[src/hdl/sope_pkg.sv]
// shared constants, types and state encoding of the swap-order permutation enumerator
package sope_pkg;

   localparam int NUM_LETTERS_DEF = 26;
   localparam int POS_W           = 5;
   localparam int LETTER_W        = 7;
   localparam int INDEX_W         = 32;
   localparam int CSR_INDEX_W     = 2;
   localparam int CSR_DATA_W      = 5;

   localparam logic [LETTER_W-1:0]    LETTER_BASE    = 7'd65;
   localparam logic [INDEX_W-1:0]     INDEX_MAX      = '1;
   localparam logic [POS_W-1:0]       RST_FIRST_FREE = 5'd0;
   localparam logic [POS_W-1:0]       RST_LENGTH     = 5'd3;
   localparam logic [CSR_INDEX_W-1:0] CSR_FIRST_FREE = 2'd0;
   localparam logic [CSR_INDEX_W-1:0] CSR_LENGTH     = 2'd1;

   typedef enum logic [3:0] {
      ST_IDLE,
      ST_BEGIN,
      ST_DESCEND,
      ST_ADV_INIT,
      ST_BACK_RD,
      ST_BACK_WA,
      ST_BACK_WB,
      ST_STEP,
      ST_FWD_RD,
      ST_FWD_WA,
      ST_FWD_WB,
      ST_EMIT,
      ST_DONE
   } state_type;

   typedef struct packed {
      logic accept;
      logic begin_run;
      logic descend_step;
      logic adv_init;
      logic rd_back;
      logic rd_fwd;
      logic write_a;
      logic write_b;
      logic step_j;
      logic level_down;
      logic level_up;
      logic set_exhausted;
      logic emit_load;
      logic done_load;
   } cmd_type;

   typedef struct packed {
      logic started;
      logic exhausted;
      logic start_done;
      logic desc_more;
      logic adv_none;
      logic fwd_ok;
      logic at_first;
      logic out_free;
      logic emit_last;
   } status_type;

endpackage

[src/hdl/sope_ctrl.sv]
// sequencing state machine of the swap-order permutation enumerator
module sope_ctrl (
   input  logic                 clock,
   input  logic                 reset,
   input  logic                 req_valid,
   input  logic                 req_restart,
   output logic                 req_stall,
   input  sope_pkg::status_type status,
   output sope_pkg::cmd_type    cmd
);
   import sope_pkg::*;

   state_type state_ff;
   state_type state_in;
   logic      accept;

   assign req_stall = (state_ff != ST_IDLE);
   assign accept    = req_valid && (state_ff == ST_IDLE);

   always_ff @(posedge clock) begin
      if (reset) begin
         state_ff <= ST_IDLE;
      end else begin
         state_ff <= state_in;
      end
   end

   always_comb begin
      state_in = state_ff;
      unique case (state_ff)
         ST_IDLE: begin
            if (accept) begin
               if (req_restart || !status.started) begin
                  state_in = ST_BEGIN;
               end else if (status.exhausted) begin
                  state_in = ST_DONE;
               end else begin
                  state_in = ST_ADV_INIT;
               end
            end
         end
         ST_BEGIN: begin
            state_in = status.start_done ? ST_DONE : ST_DESCEND;
         end
         ST_DESCEND: begin
            if (!status.desc_more) begin
               state_in = ST_EMIT;
            end
         end
         ST_ADV_INIT: begin
            state_in = status.adv_none ? ST_DONE : ST_BACK_RD;
         end
         ST_BACK_RD: state_in = ST_BACK_WA;
         ST_BACK_WA: state_in = ST_BACK_WB;
         ST_BACK_WB: state_in = ST_STEP;
         ST_STEP: begin
            if (status.fwd_ok) begin
               state_in = ST_FWD_RD;
            end else if (status.at_first) begin
               state_in = ST_DONE;
            end else begin
               state_in = ST_BACK_RD;
            end
         end
         ST_FWD_RD: state_in = ST_FWD_WA;
         ST_FWD_WA: state_in = ST_FWD_WB;
         ST_FWD_WB: state_in = ST_DESCEND;
         ST_EMIT: begin
            if (status.out_free && status.emit_last) begin
               state_in = ST_IDLE;
            end
         end
         ST_DONE: begin
            if (status.out_free) begin
               state_in = ST_IDLE;
            end
         end
         default: state_in = ST_IDLE;
      endcase
   end

   always_comb begin
      cmd = '0;
      unique case (state_ff)
         ST_IDLE:     cmd.accept       = accept;
         ST_BEGIN:    cmd.begin_run    = 1'b1;
         ST_DESCEND:  cmd.descend_step = status.desc_more;
         ST_ADV_INIT: begin
            cmd.adv_init      = !status.adv_none;
            cmd.set_exhausted = status.adv_none;
         end
         ST_BACK_RD:  cmd.rd_back = 1'b1;
         ST_BACK_WA:  cmd.write_a = 1'b1;
         ST_BACK_WB:  cmd.write_b = 1'b1;
         ST_STEP: begin
            cmd.step_j        = 1'b1;
            cmd.set_exhausted = !status.fwd_ok && status.at_first;
            cmd.level_down    = !status.fwd_ok && !status.at_first;
         end
         ST_FWD_RD:   cmd.rd_fwd  = 1'b1;
         ST_FWD_WA:   cmd.write_a = 1'b1;
         ST_FWD_WB: begin
            cmd.write_b  = 1'b1;
            cmd.level_up = 1'b1;
         end
         ST_EMIT:     cmd.emit_load = status.out_free;
         ST_DONE:     cmd.done_load = status.out_free;
         default:     cmd = '0;
      endcase
   end

endmodule

[src/hdl/sope_dp.sv]
// datapath: settings, letter store, loop index stack, counters and result register
module sope_dp #(
   parameter int NUM_LETTERS = sope_pkg::NUM_LETTERS_DEF
) (
   input  logic                                   clock,
   input  logic                                   reset,
   input  sope_pkg::cmd_type                      cmd,
   output sope_pkg::status_type                   status,
   input  logic                                   csr_we,
   input  logic [sope_pkg::CSR_INDEX_W-1:0]       csr_index,
   input  logic [sope_pkg::CSR_DATA_W-1:0]        csr_data,
   output logic                                   rsp_valid,
   input  logic                                   rsp_stall,
   output logic [sope_pkg::POS_W-1:0]             rsp_position,
   output logic [sope_pkg::LETTER_W-1:0]          rsp_letter,
   output logic [sope_pkg::INDEX_W-1:0]           rsp_arrangement_index,
   output logic                                   rsp_last,
   output logic                                   rsp_done_res
);
   import sope_pkg::*;

   localparam int AW = (NUM_LETTERS > 1) ? $clog2(NUM_LETTERS) : 1;
   localparam logic [POS_W-1:0] NL = POS_W'(NUM_LETTERS);

   logic [POS_W-1:0]    first_free_ff;
   logic [POS_W-1:0]    length_ff;
   logic [POS_W-1:0]    n_eff;
   logic [POS_W-1:0]    level_ff;
   logic [POS_W-1:0]    level_in;
   logic [POS_W-1:0]    j_ff;
   logic [POS_W-1:0]    pos_ff;
   logic [POS_W-1:0]    stack_ff [NUM_LETTERS];
   logic [POS_W-1:0]    stack_rd;
   logic [AW-1:0]       letter_mem [NUM_LETTERS];
   logic [NUM_LETTERS-1:0] letter_vld_ff;
   logic [AW-1:0]       rd_a_ff;
   logic [AW-1:0]       rd_b_ff;
   logic [AW-1:0]       a_addr;
   logic [AW-1:0]       b_addr;
   logic                wr_en;
   logic [AW-1:0]       wr_addr;
   logic [AW-1:0]       wr_data;
   logic [INDEX_W-1:0]  index_ff;
   logic                started_ff;
   logic                exhausted_ff;
   logic                cfg_clear;
   logic                rsp_valid_ff;
   logic [POS_W-1:0]    rsp_position_ff;
   logic [LETTER_W-1:0] rsp_letter_ff;
   logic [INDEX_W-1:0]  rsp_index_ff;
   logic                rsp_last_ff;
   logic                rsp_done_ff;

   assign cfg_clear = csr_we && ((csr_index == CSR_FIRST_FREE) || (csr_index == CSR_LENGTH));
   assign n_eff     = (length_ff > NL) ? NL : length_ff;
   assign stack_rd  = stack_ff[level_ff[AW-1:0]];

   assign a_addr = level_ff[AW-1:0];
   assign b_addr = cmd.emit_load ? pos_ff[AW-1:0] :
                   cmd.rd_back   ? stack_rd[AW-1:0] : j_ff[AW-1:0];

   assign wr_en   = cmd.write_a || cmd.write_b;
   assign wr_addr = cmd.write_a ? level_ff[AW-1:0] : j_ff[AW-1:0];
   assign wr_data = cmd.write_a ? rd_b_ff : rd_a_ff;

   // status towards the controller
   always_comb begin
      status.started    = started_ff;
      status.exhausted  = exhausted_ff;
      status.start_done = (first_free_ff >= n_eff);
      status.desc_more  = (({1'b0, level_ff} + 6'd1) < {1'b0, n_eff});
      status.adv_none   = (({1'b0, first_free_ff} + 6'd2) > {1'b0, n_eff});
      status.fwd_ok     = (({1'b0, j_ff} + 6'd1) < {1'b0, n_eff});
      status.at_first   = (level_ff == first_free_ff);
      status.out_free   = !rsp_valid_ff || !rsp_stall;
      status.emit_last  = (pos_ff == (n_eff - 5'd1));
   end

   always_comb begin
      level_in = level_ff;
      if (cmd.begin_run) begin
         level_in = first_free_ff;
      end else if (cmd.adv_init) begin
         level_in = n_eff - 5'd2;
      end else if (cmd.descend_step || cmd.level_up) begin
         level_in = level_ff + 5'd1;
      end else if (cmd.level_down) begin
         level_in = level_ff - 5'd1;
      end
   end

   // control state
   always_ff @(posedge clock) begin
      if (reset) begin
         first_free_ff <= RST_FIRST_FREE;
         length_ff     <= RST_LENGTH;
         letter_vld_ff <= '0;
         index_ff      <= '0;
         started_ff    <= 1'b0;
         exhausted_ff  <= 1'b0;
         rsp_valid_ff  <= 1'b0;
      end else begin
         if (csr_we && (csr_index == CSR_FIRST_FREE)) begin
            first_free_ff <= csr_data;
         end
         if (csr_we && (csr_index == CSR_LENGTH)) begin
            length_ff <= csr_data;
         end
         if (cfg_clear || cmd.begin_run) begin
            letter_vld_ff <= '0;
         end else if (wr_en) begin
            letter_vld_ff[wr_addr] <= 1'b1;
         end
         if (cfg_clear || cmd.begin_run) begin
            index_ff <= '0;
         end else if (cmd.emit_load && status.emit_last && (index_ff != INDEX_MAX)) begin
            index_ff <= index_ff + 32'd1;
         end
         if (cfg_clear) begin
            started_ff <= 1'b0;
         end else if (cmd.begin_run) begin
            started_ff <= 1'b1;
         end
         if (cfg_clear) begin
            exhausted_ff <= 1'b0;
         end else if (cmd.begin_run) begin
            exhausted_ff <= status.start_done;
         end else if (cmd.set_exhausted) begin
            exhausted_ff <= 1'b1;
         end
         if (cmd.emit_load || cmd.done_load) begin
            rsp_valid_ff <= 1'b1;
         end else if (!rsp_stall) begin
            rsp_valid_ff <= 1'b0;
         end
      end
   end

   // letter store, stack and working registers
   always_ff @(posedge clock) begin
      level_ff <= level_in;
      if (wr_en) begin
         letter_mem[wr_addr] <= wr_data;
      end
      if (cmd.rd_back || cmd.rd_fwd) begin
         rd_a_ff <= letter_vld_ff[a_addr] ? letter_mem[a_addr] : a_addr;
         rd_b_ff <= letter_vld_ff[b_addr] ? letter_mem[b_addr] : b_addr;
      end
      if (cmd.descend_step) begin
         stack_ff[level_ff[AW-1:0]] <= level_ff;
      end else if (cmd.step_j) begin
         stack_ff[level_ff[AW-1:0]] <= j_ff + 5'd1;
      end
      if (cmd.rd_back) begin
         j_ff <= stack_rd;
      end else if (cmd.step_j) begin
         j_ff <= j_ff + 5'd1;
      end
      if (cmd.accept) begin
         pos_ff <= '0;
      end else if (cmd.emit_load) begin
         pos_ff <= pos_ff + 5'd1;
      end
      if (cmd.emit_load) begin
         rsp_position_ff <= pos_ff;
         rsp_letter_ff   <= LETTER_BASE + LETTER_W'(letter_vld_ff[b_addr] ?
                                                   letter_mem[b_addr] : b_addr);
         rsp_index_ff    <= index_ff;
         rsp_last_ff     <= status.emit_last;
         rsp_done_ff     <= 1'b0;
      end else if (cmd.done_load) begin
         rsp_position_ff <= '0;
         rsp_letter_ff   <= '0;
         rsp_index_ff    <= index_ff;
         rsp_last_ff     <= 1'b1;
         rsp_done_ff     <= 1'b1;
      end
   end

   assign rsp_valid             = rsp_valid_ff;
   assign rsp_position          = rsp_position_ff;
   assign rsp_letter            = rsp_letter_ff;
   assign rsp_arrangement_index = rsp_index_ff;
   assign rsp_last              = rsp_last_ff;
   assign rsp_done_res          = rsp_done_ff;

endmodule

[src/hdl/swap_order_permutation_enumerator.sv]
// top level of the swap-order permutation enumerator
// Each request transfer yields the next arrangement of the leading letters
// (one result transfer per position, last marking the final one) or a single
// done result once every arrangement has been given. Requests are taken one
// at a time. From one accepted request to the next, with the result side never
// stalling, the stepping sequencer sets up the advance, reads, swaps back and
// steps the index for every stack level it unwinds (the level that swaps
// forward included), does the forward swap, re-enters the levels it left and
// finds the leaf, streams the letters out and goes back to idle. The first
// request after a restart only descends from the first free level and streams,
// a request that only repeats the done result gives it straight away, and one
// that runs off the last arrangement unwinds and then gives the done result.
// The swaps go through a letter store with two read ports and one write port,
// so each swap reads both letters together and writes them back in turn. A
// write to the first-free or length register, or an accepted restart, clears the store.
module swap_order_permutation_enumerator #(
   parameter int NUM_LETTERS = sope_pkg::NUM_LETTERS_DEF
) (
   input  logic                              clock,
   input  logic                              reset,
   input  logic                              req_valid,
   output logic                              req_stall,
   input  logic                              req_restart,
   output logic                              rsp_valid,
   input  logic                              rsp_stall,
   output logic [sope_pkg::POS_W-1:0]        rsp_position,
   output logic [sope_pkg::LETTER_W-1:0]     rsp_letter,
   output logic [sope_pkg::INDEX_W-1:0]      rsp_arrangement_index,
   output logic                              rsp_last,
   output logic                              rsp_done_res,
   input  logic                              csr_we,
   input  logic [sope_pkg::CSR_INDEX_W-1:0]  csr_index,
   input  logic [sope_pkg::CSR_DATA_W-1:0]   csr_data
);
   import sope_pkg::*;

   cmd_type    cmd;
   status_type status;

   sope_ctrl u_ctrl (
      .clock       (clock),
      .reset       (reset),
      .req_valid   (req_valid),
      .req_restart (req_restart),
      .req_stall   (req_stall),
      .status      (status),
      .cmd         (cmd)
   );

   sope_dp #(
      .NUM_LETTERS (NUM_LETTERS)
   ) u_dp (
      .clock                 (clock),
      .reset                 (reset),
      .cmd                   (cmd),
      .status                (status),
      .csr_we                (csr_we),
      .csr_index             (csr_index),
      .csr_data              (csr_data),
      .rsp_valid             (rsp_valid),
      .rsp_stall             (rsp_stall),
      .rsp_position          (rsp_position),
      .rsp_letter            (rsp_letter),
      .rsp_arrangement_index (rsp_arrangement_index),
      .rsp_last              (rsp_last),
      .rsp_done_res          (rsp_done_res)
   );

endmodule
[config.mk]
export PLATFORM = sky130hd
export DESIGN_NAME = swap_order_permutation_enumerator
export DESIGN_NICKNAME = d
export VERILOG_FILES = /design/src/hdl/sope_pkg.sv /design/src/hdl/sope_ctrl.sv /design/src/hdl/sope_dp.sv /design/src/hdl/swap_order_permutation_enumerator.sv
export SDC_FILE = /design/constraint.sdc
export NUM_CORES = 1
export LEC_CHECK = 0
export ABC_AREA = 1
export BUFFER_PORTS_ARGS = -buffer_cell sky130_fd_sc_hd__buf_2
export CAP_MARGIN = 20
export CORE_UTILIZATION = 46
export DETAILED_ROUTE_END_ITERATION = 8
export PLACE_DENSITY = 0.65
export SYNTH_ARGS = -nofsm -noshare
export SYNTH_HDL_FRONTEND = slang
export SYNTH_SLANG_ARGS = --single-unit
[constraint.sdc]
create_clock -name clock -period 4.93 [get_ports clock]
set_input_delay 0.2465 -clock clock [delete_from_list [all_inputs] [get_ports clock]]
set_output_delay 0.2465 -clock clock [all_outputs]
set_load 0.02 [all_outputs]
==> results of run 1 <==
state kept, by name, summed over array words and instances, names as in the netlist, 4 cells and up, named ones only:
name	count
u_dp.index_ff	32
u_dp.first_free_ff	5
u_dp.letter_vld_ff	26
u_ctrl.state_ff	4
u_dp.rsp_position	5
u_dp.rsp_letter	7
u_dp.letter_mem	130
u_dp.rd_a_ff	5
u_dp.stack_ff	130
u_dp.length_ff	5
u_dp.rsp_arrangement_index	32
u_dp.rd_b_ff	5
u_dp.pos_ff	5
u_dp.a_addr	5
u_dp.j_ff	5
area by class of cell:
type,instances,area (um^2)
well taps,585,732
fillers,3895,20600
multi-input cells,1388,7120
flip-flops and latches,411,11500
clock inverters,22,205
clock buffers,57,1230
repair buffers,103,688
inverters,235,885
layer usage:
| metal | up-vias | track usage [%] | share of wire, % |
|---|---|---|---|
| met2 | 788 | 40.8 | 46 |
| met1 | 7526 | 33.7 | 41 |
| met3 | 152 | 5.24 | 9.1 |
| met5 | - | 0 | 0 |
| met4 | 0 | 10.0 | 3.7 |
| li1 | 7484 | - | - |
logic make-up (layout without fill, tap and decap cells):
| kind of cell | after synthesis | count (layout) | synth area share [%] |
|---|---|---|---|
| multiplexers | 5 | 5 | 0.282 |
| XOR/XNOR | 19 | 19 | 0.832 |
| buffers and inverters | 336 | 417 | 7.08 |
| flip-flops | 411 | 411 | 57.4 |
| AND/OR/NAND/NOR | 888 | 888 | 19.7 |
| AO/OA/AOI/OAI | 445 | 445 | 12.7 |
| adder cells (fa/ha/maj) | 31 | 31 | 1.98 |
report_power, final:
group	switching, uW	total [uW]	internal [uW]	leakage, uW
Clock	1370	3330	1960	0.000707
Combinational	3030	4180	1150	0.00400
Sequential	115	4300	4190	0.00366
Total	4510	11800	7300	0.00837
placed cells by master (no fill, tap or decap), types with 6 or more instances in the layout:
cell type	n
a31oi_1	6
nand3_1	213
a21oi_1	122
o22ai_1	8
clkinv_2	7
nor2_1	267
clkbuf_16	46
nand4_1	10
nor2_4	6
o211ai_1	50
inv_1	217
o21ai_2	6
o21ai_0	199
o221ai_1	21
inv_2	13
clkbuf_1	7
buf_4	33
clkinv_1	13
dfxtp_1	84
nand2_2	6
edfxtp_1	325
nor4_1	9
nand2_1	326
buf_2	60
nor3_1	19
ha_1	30
dlygate4sd3_1	6
xor2_1	14
o21ai_1	13
critical path, cell delays in order, from the launching register on:
cell      delay (ns)
dfxtp_1         0.34
clkinv_1        0.53
nand3_1         0.29
nand3_1         0.17
a21oi_1         0.16
nand2_1         0.10
nand2_1         0.08
nand2_2         0.07
nand2_4         0.32
buf_12          0.25
nand2_1         0.07
nand3_1         0.07
nand3_1         0.09
nand3_1         0.12
nand2_1         0.09
nand2_2         0.10
nand2_4         0.10
o21ai_1         0.31
ha_1            0.26
nand3_1         0.08
nor2_1          0.14
nand2_1         0.07
nand2_1         0.06
nor2_1          0.05
what timing repair did:
item / 4_1_cts / 5_1_grt
hold buffers: 6 / 0
hold endpoints to repair: 13 / 0
resized for setup: 0 / 0
setup endpoints to repair: 0 / 0
per-stage QoR:
stage	total power (uW)	area, um^2	setup slack [ns]	util, %	hold slack (ns)
after floorplan	7110	20000	1.17	-	0.316
after global placement	8370	20800	0.902	48.5	0.419
after detailed placement	8440	20800	0.836	48.5	0.438
after CTS	11800	22300	0.819	52.0	0.0134
after global routing	12300	22300	0.377	52.0	0.0551
final	11800	22300	0.753	52.0	0.0381
worst max-delay path by stage:
stage	slack [ns]	cells past startpoint	to
global placement	0.90	24	u_dp.rsp_letter[4]
finish	0.75	23	u_dp.rsp_letter[4]
detailed placement	0.84	24	u_dp.rsp_letter[4]
CTS	0.82	24	u_dp.rsp_letter[4]
floorplan	1.17	22	u_dp.a_addr[4]
global route	0.38	24	u_dp.rsp_letter[4]
==> out/results.ini, run 1 <==
[route]
totalWireLength_mm = 56.4
firstDrtPassIters = 7
vias_per_cell = 5.69
route.detailed.drc = 0
postRouteAntennaNets = 0
wire_per_inst_um = 20.1
dr_total_vias = 16000
first_iter_violations = 1724

[flow_run]
maxCapViolations = 0

[setup_path]
path_class = flop to flop
r2r_cells = 23
rrSetupSlack_ns = 0.75
required_ns = 5.25
cp.arrival_ns = 4.50
crit_path_max_fanout = 36
r2r-end = u_dp.rsp_letter[4]
start_kind = flop
crit_path_end_kind = flop

[global_routing]
overflow = 0
grt_pass1_wl_mm = 86.5
first_global_vias = 15200
grtUsageTotal_pct = 25.4
antenna_found_initial = 1
grt_max_degree = 74

[floorplanning]
start_util_pct = 46.5
die_h_um = 210
die_w_um = 210
die-area_um2 = 44300
ios = 61
rows = 76
coreArea_um2 = 43000

[timing]
setup_viol = 0
worstMarginPinSlew_ns = 0.925
hold_violations = 0
fmax_mhz = 239
drv_slew = 0
min_period_over_period_pct = 84.7
tns_ns = 0
skew_ns = 0.0137
period_needed_ns = 4.18
maxSlewHeadroom_pct = 38.3
rsz0062_at_grt = false

[cts]
clkTransAtPathRegs_ns = 0.06
clkLatencyLatePin_ns = 0.58
cts_made_buffers = 43
tritoncts = done
post_cts_buffers = 0
htreeDepth = 2
cts-root-buf = clkbuf_16
clockBufferDepth = 3
numClockSinks = 411

[min_path]
holdPathEnd = u_dp.exhausted_ff
whs_path_depth = 4
holdCritPathClass = input pin to flop
worstHoldStart = csr_we

[yosys]
synth-edff-count = 325
synthesis.nets = 2179
syn-cell-area_um2 = 20000
synth_cells = 2135
synth_warnings = 0
syn_avg_cell_area_um2 = 9.36
ys_ff_latch = 411
synthFlopType = edfxtp_1
synth.largest_area_cell = edfxtp_1
synth_cell_types = 60
yosysMostFrequentCell = nand2_1
synth-async-reset-ratio_pct = 0
ys_top_cells_by_area = edfxtp_1 49%, dfxtp_1 8.6%, nand2_1 6.1%
synthTopCellsByCount = 326 x nand2_1, 325 x edfxtp_1, 267 x nor2_1
yosysSeqAreaShare_pct = 57.4
synth_top_area_share_pct = 48.8

[placement]
place.port_buffers = 60
dp.final_hpwl_mm = 37.4
dp_cells = 2715
gp_congestion = 0.929

[power]
ir_drop_v = 0.000354
p_leak_uw = 0.00837
power_density_nw_per_um2 = 529

[final_layout]
fin_cells = 2801
layout-drive-gt1-share_pct = 10.2
synthToLayoutAreaGrowth_pct = 11.8
fin_nets = 2226
diodes = 0

[outcome]
status = finished, final reports clean

(Power assumes the default switching activity.)
==> run 2, diff against run 1 <==
==> constraint.sdc (replaced) <==
create_clock -name clock -period 3.9 [get_ports clock]
set_input_delay 0.195 -clock clock [delete_from_list [all_inputs] [get_ports clock]]
set_output_delay 0.195 -clock clock [all_outputs]
set_load 0.02 [all_outputs]
==> run 2 against run 1 <==
The run now ends with design-rule violations left; core utilization is 0.96 points higher; non-clock buffer count is 31 higher; routed wire length hardly changed; first-iteration DRC count is 0.93% higher; largest cell class unchanged.
==> out/results.ini, run 2 (synthesis results as in run 1) <==
[floorplanning]
die_h_um = 210
die_w_um = 210
die-area_um2 = 44300
ios = 61
rows = 76
start_util_pct = 46.5
coreArea_um2 = 43000

[placement]
dp_slack_ns = 0.185
gp_congestion = 0.967
dp.final_hpwl_mm = 37.9
place.port_buffers = 60

[min_path]
holdCritPathClass = input pin to flop

[final_layout]
synthToLayoutAreaGrowth_pct = 13.8
fin_nets = 2257
fin_util_pct = 52.9
fill_cells = 3854
layout-drive-gt1-share_pct = 11.8
layout_common_cells = 325 x nand2_1, 325 x edfxtp_1, 266 x nor2_1
diodes = 0

[timing]
fmax_mhz = 277
rsz0062_at_grt = false
hold_ws_ns = 0.0414
maxSlewHeadroom_pct = 32.6
setup_viol = 0
hold_violations = 0
drv_slew = 0
tns_ns = 0
worstMarginPinSlew_ns = 1.01
layout_setup_ws_ns = 0.286
skew_ns = 0.0201
min_period_over_period_pct = 92.7
period_needed_ns = 3.61

[global_routing]
busiest_layer = met2
grtUsageTotal_pct = 25.4
grt.met2_usage_pct = 40.9
grtUsageMet1_pct = 33.9
antenna_found_initial = 0
grt.met3_usage_pct = 4.84
overflow = 0
grt_pass1_wl_mm = 86.8
grt_max_degree = 65
first_global_vias = 15300

[setup_path]
path_cells = clkinvlp_4 -> buf_4 -> nand2_1 -> nand3_1 -> nand3_1 -> nand3_1 -> nand2_2 -> nand2_1 -> o21ai_4 -> buf_12 -> nand3_1 -> nand3_1 -> nand3_1 -> nand2_1 -> nand2_2 -> nand2_4 -> inv_2 -> nand2_1 -> nand2_1 -> ha_1 -> buf_4 -> o21ai_0 -> a21oi_1
crit_path_max_fanout = 18
critical-path-max-stage-delay_ns = 0.41
worst_path_most_repeated_cell = nand3_1
cp.arrival_ns = 3.93
required_ns = 4.22
start_kind = flop
crit_path_end_kind = flop
slowest_stage = dfxtp_1
path_class = flop to flop

[cts]
cts-root-buf = clkbuf_16
clockBufferDepth = 3
clkLatencyLatePin_ns = 0.58
htreeDepth = 2
tritoncts = done
clkTransAtPathRegs_ns = 0.06
cts_made_buffers = 43
numClockSinks = 411

[power]
ir_drop_v = 0.000478
p_leak_uw = 0.00857
power_density_nw_per_um2 = 664

[route]
firstDrtPassIters = 8
vias_per_cell = 5.65
dr_total_vias = 16000
totalWireLength_mm = 56.4
postRouteAntennaNets = 0
wire_per_inst_um = 19.9
first_iter_violations = 1740
route.detailed.drc = 2

[flow_run]
maxCapViolations = 0

[outcome]
violations = design-rule violations
status = finished with violations

[run 2: timing repair]
item	in CTS	in global routing
endpoints found under the hold margin	16	0
hold buffers	7	0
resized for setup	0	20
buffers inserted	0	2
setup endpoints to repair	0	11
[run 2: area by class of cell]
type / count / area [um^2] / share of cell area [%]
inverter: 235 / 893 / 3.93
timing repair buffer: 134 / 1080 / 4.75
clock inverter: 15 / 148 / 0.649
sequential: 411 / 11500 / 50.5
clock buffer: 65 / 1270 / 5.58
tap: 585 / 732 / 3.22
multi-input combinational: 1388 / 7150 / 31.4
[run 2: worst paths after layout]
check	start	endpoint	slack (ns)	cells after the start
min reg2reg	u_dp.index_ff[31]	u_dp.rsp_arrangement_index[31]	0.43	0
min	csr_index[0]	u_dp.first_free_ff[0]	0.04	4
max reg2reg	flop	u_dp.rsp_letter[2]	0.29	23
max	flop	u_dp.rsp_letter[2]	0.29	23
[run 2: routing by layer]
metal  part of all wire (%)  up-vias
met2                     46      808
met5                      0        -
met4                    3.4        0
li1                       -     7537
met3                    9.4      132
met1                     41     7518
[run 2: report_power, final]
part,switching (uW),leakage (uW),internal [uW]
Clock,1730,0.000696,2390
Combinational,3830,0.00421,1700
Sequential,159,0.00366,5300
[run 2: through the flow]
step / total power, uW / std cells / area [um^2]
detailed placement: 10800 / 2742 / 21100
CTS: 14900 / 2829 / 22600
floorplan: 8990 / 2135 / 20000
finish: 15100 / 2833 / 22800
global placement: 10700 / 2742 / 21100
global route: 15800 / 2833 / 22800
[run 2: worst max-delay path: cells and delay by family (launching register included)]
family / cells / cell delay [ns]
flops: 1 / 0.41
simple gates: 14 / 1.40
compound gates: 3 / 0.37
buf+inv: 5 / 0.94
fa+ha+maj: 1 / 0.22
==> run 3, diff against run 2 <==
--- a/config.mk
+++ b/config.mk
@@ -8,9 +8,10 @@
 export ABC_AREA = 1
 export BUFFER_PORTS_ARGS = -buffer_cell sky130_fd_sc_hd__buf_2
 export CAP_MARGIN = 20
-export CORE_UTILIZATION = 46
+export CORE_UTILIZATION = 45
 export DETAILED_ROUTE_END_ITERATION = 8
-export PLACE_DENSITY = 0.65
+export PLACE_DENSITY = 0.64
+export SKIP_CTS_REPAIR_TIMING = 1
 export SYNTH_ARGS = -nofsm -noshare
 export SYNTH_HDL_FRONTEND = slang
 export SYNTH_SLANG_ARGS = --single-unit
==> run 3 against run 2 <==
The flow finishes with violations (negative hold slack); sequential power about the same; worst hold slack worse by 0.045 ns; first-iteration DRC count increased by 5.7%; critical endpoint is now u_dp.rsp_letter[4]; combinational power increased by 4.0%; non-clock buffer count up 24; highest routed layer unchanged.
==> out/results.ini, run 3 (synthesis results as in run 1) <==
[cts]
cts-root-buf = clkbuf_16
clkLatencyLatePin_ns = 0.58
clockBufferDepth = 3
tritoncts = done
clkTransAtPathRegs_ns = 0.06
cts_made_buffers = 43
htreeDepth = 2
numClockSinks = 411

[route]
firstDrtPassIters = 8
vias_per_cell = 5.70
first_iter_violations = 1839
postRouteAntennaNets = 0
dr_total_vias = 16300
totalWireLength_mm = 57.8
route.detailed.drc = 0
wire_per_inst_um = 20.2

[power]
p_leak_uw = 0.00873
ir_drop_v = 0.000451
power_density_nw_per_um2 = 665
power_uw = 15300

[min_path]
holdCritPathClass = input pin to flop

[placement]
gp_congestion = 0.922
dp.final_hpwl_mm = 38.8
place.port_buffers = 60

[global_routing]
grtUsageTotal_pct = 25.4
antenna_found_initial = 0
grt_max_degree = 60
overflow = 0
grt_pass1_wl_mm = 88.1
first_global_vias = 15700

[setup_path]
crit_path_end_kind = flop
crit_path_max_fanout = 21
r2r_cells = 23
cp.arrival_ns = 4.04
rrSetupSlack_ns = 0.18
path_class = flop to flop
required_ns = 4.22
r2r-end = u_dp.rsp_letter[4]
start_kind = flop
crit_path_end = u_dp.rsp_letter[4]

[floorplanning]
die_h_um = 213
die-area_um2 = 45300
rows = 76
coreArea_um2 = 43500
start_util_pct = 46.0
die_w_um = 213
ios = 61

[outcome]
status = finished with violations
violations = negative hold slack

[timing]
worstMarginPinSlew_ns = 1.01
period_needed_ns = 3.72
rsz0062_at_grt = true
hold_violations = 1
skew_ns = 0.0270
hold_ws_ns = -0.00321
maxSlewHeadroom_pct = 32.1
drv_slew = 0
min_period_over_period_pct = 95.5
fmax_mhz = 269
setup_viol = 0

[flow_run]
maxCapViolations = 0

[final_layout]
layout-drive-gt1-share_pct = 13.2
synthToLayoutAreaGrowth_pct = 15.0
layout_commonest_cell = nand2_1
fin_nets = 2281
diodes = 0
layout_common_cells = 326 x nand2_1, 325 x edfxtp_1, 266 x nor2_1

## run 3: cell count changes in the layout (fill, tap and decap cells not counted), moves of 3 or more
| cell | previous run | this run |
|---|---|---|
| nand3_1 | 213 | 210 |
| clkbuf_1 | 12 | 4 |
| buf_4 | 49 | 71 |
| nand3_2 | 2 | 5 |
| clkinv_2 | 6 | 12 |
| clkbuf_8 | 9 | 5 |
| clkbuf_16 | 46 | 52 |
## run 3: per-layer routing
layer / GRT usage (%) / vias to the layer above / share of wire, %
li1: - / 7592 / -
met1: 33.7 / 7709 / 41
met2: 41.0 / 827 / 46
met3: 4.99 / 155 / 9.1
met4: 10.1 / 0 / 3.8
met5: 0 / - / 0
## run 3: worst min-delay path by stage
stage          startpoint            endpoint  slack, ns  depth (start not counted)
2_1_floorplan       reset  u_ctrl.state_ff[0]       0.26                          1
3_3_place_gp        reset  u_ctrl.state_ff[1]       0.42                          2
3_5_place_dp        reset  u_ctrl.state_ff[0]       0.42                          2
4_1_cts             reset  u_ctrl.state_ff[0]      -0.19                          2
5_1_grt            csr_we     u_dp.started_ff       0.01                          4
6_report           csr_we     u_dp.started_ff     -0.003                          4
## run 3: report_power, final
part	internal (uW)	total [uW]	switching, uW	leakage [uW]
Clock	2330	4070	1740	0.000707
Sequential	5300	5460	165	0.00367
Combinational	1840	5750	3910	0.00436
Total	9470	15300	5810	0.00873
## run 3: area by class of cell
class                           instances  area, um^2
Inverter                              235         890
Sequential cell                       411       11500
Clock buffer                           57        1280
Fill cell                            3846       20500
Tap cell                              585         732
Clock inverter                         22         133
Timing Repair Buffer                  158        1300
Multi-Input combinational cell       1388        7160
## run 3: worst max-delay path, cell delays in order, from the launching register on
cell and delay, ns:
dfxtp_1 0.45, buf_4 0.24, buf_6 0.24, nand3_1 0.11, nand3_1 0.19, a21oi_1 0.09, nand2_1 0.08, nand2_1 0.06
nand2_2 0.08, nand2_4 0.17, inv_2 0.33, nand2_1 0.11, nand3_1 0.08, nand3_1 0.09, nand3_1 0.13, nand3_1 0.15
nand2_1 0.16, o21ai_2 0.08, ha_1 0.20, nand3_1 0.09, nor2_1 0.06, buf_4 0.13, nor2_1 0.07, nor2_1 0.05
## run 3: per-stage QoR
stage | worst slack (ns) | utilization [%] | instances | cell area [um^2] | setup TNS [ns]
global route | -0.0267 | 52.9 | 2856 | 23000 | -0.0267
finish | 0.176 | 52.9 | 2856 | 23000 | 0
CTS | 0.0538 | 52.1 | 2837 | 22600 | 0
floorplan | 0.140 | - | 2135 | 20000 | 0
detailed placement | 0.0938 | 48.9 | 2758 | 21200 | 0
global placement | 0.103 | 48.9 | 2758 | 21200 | 0
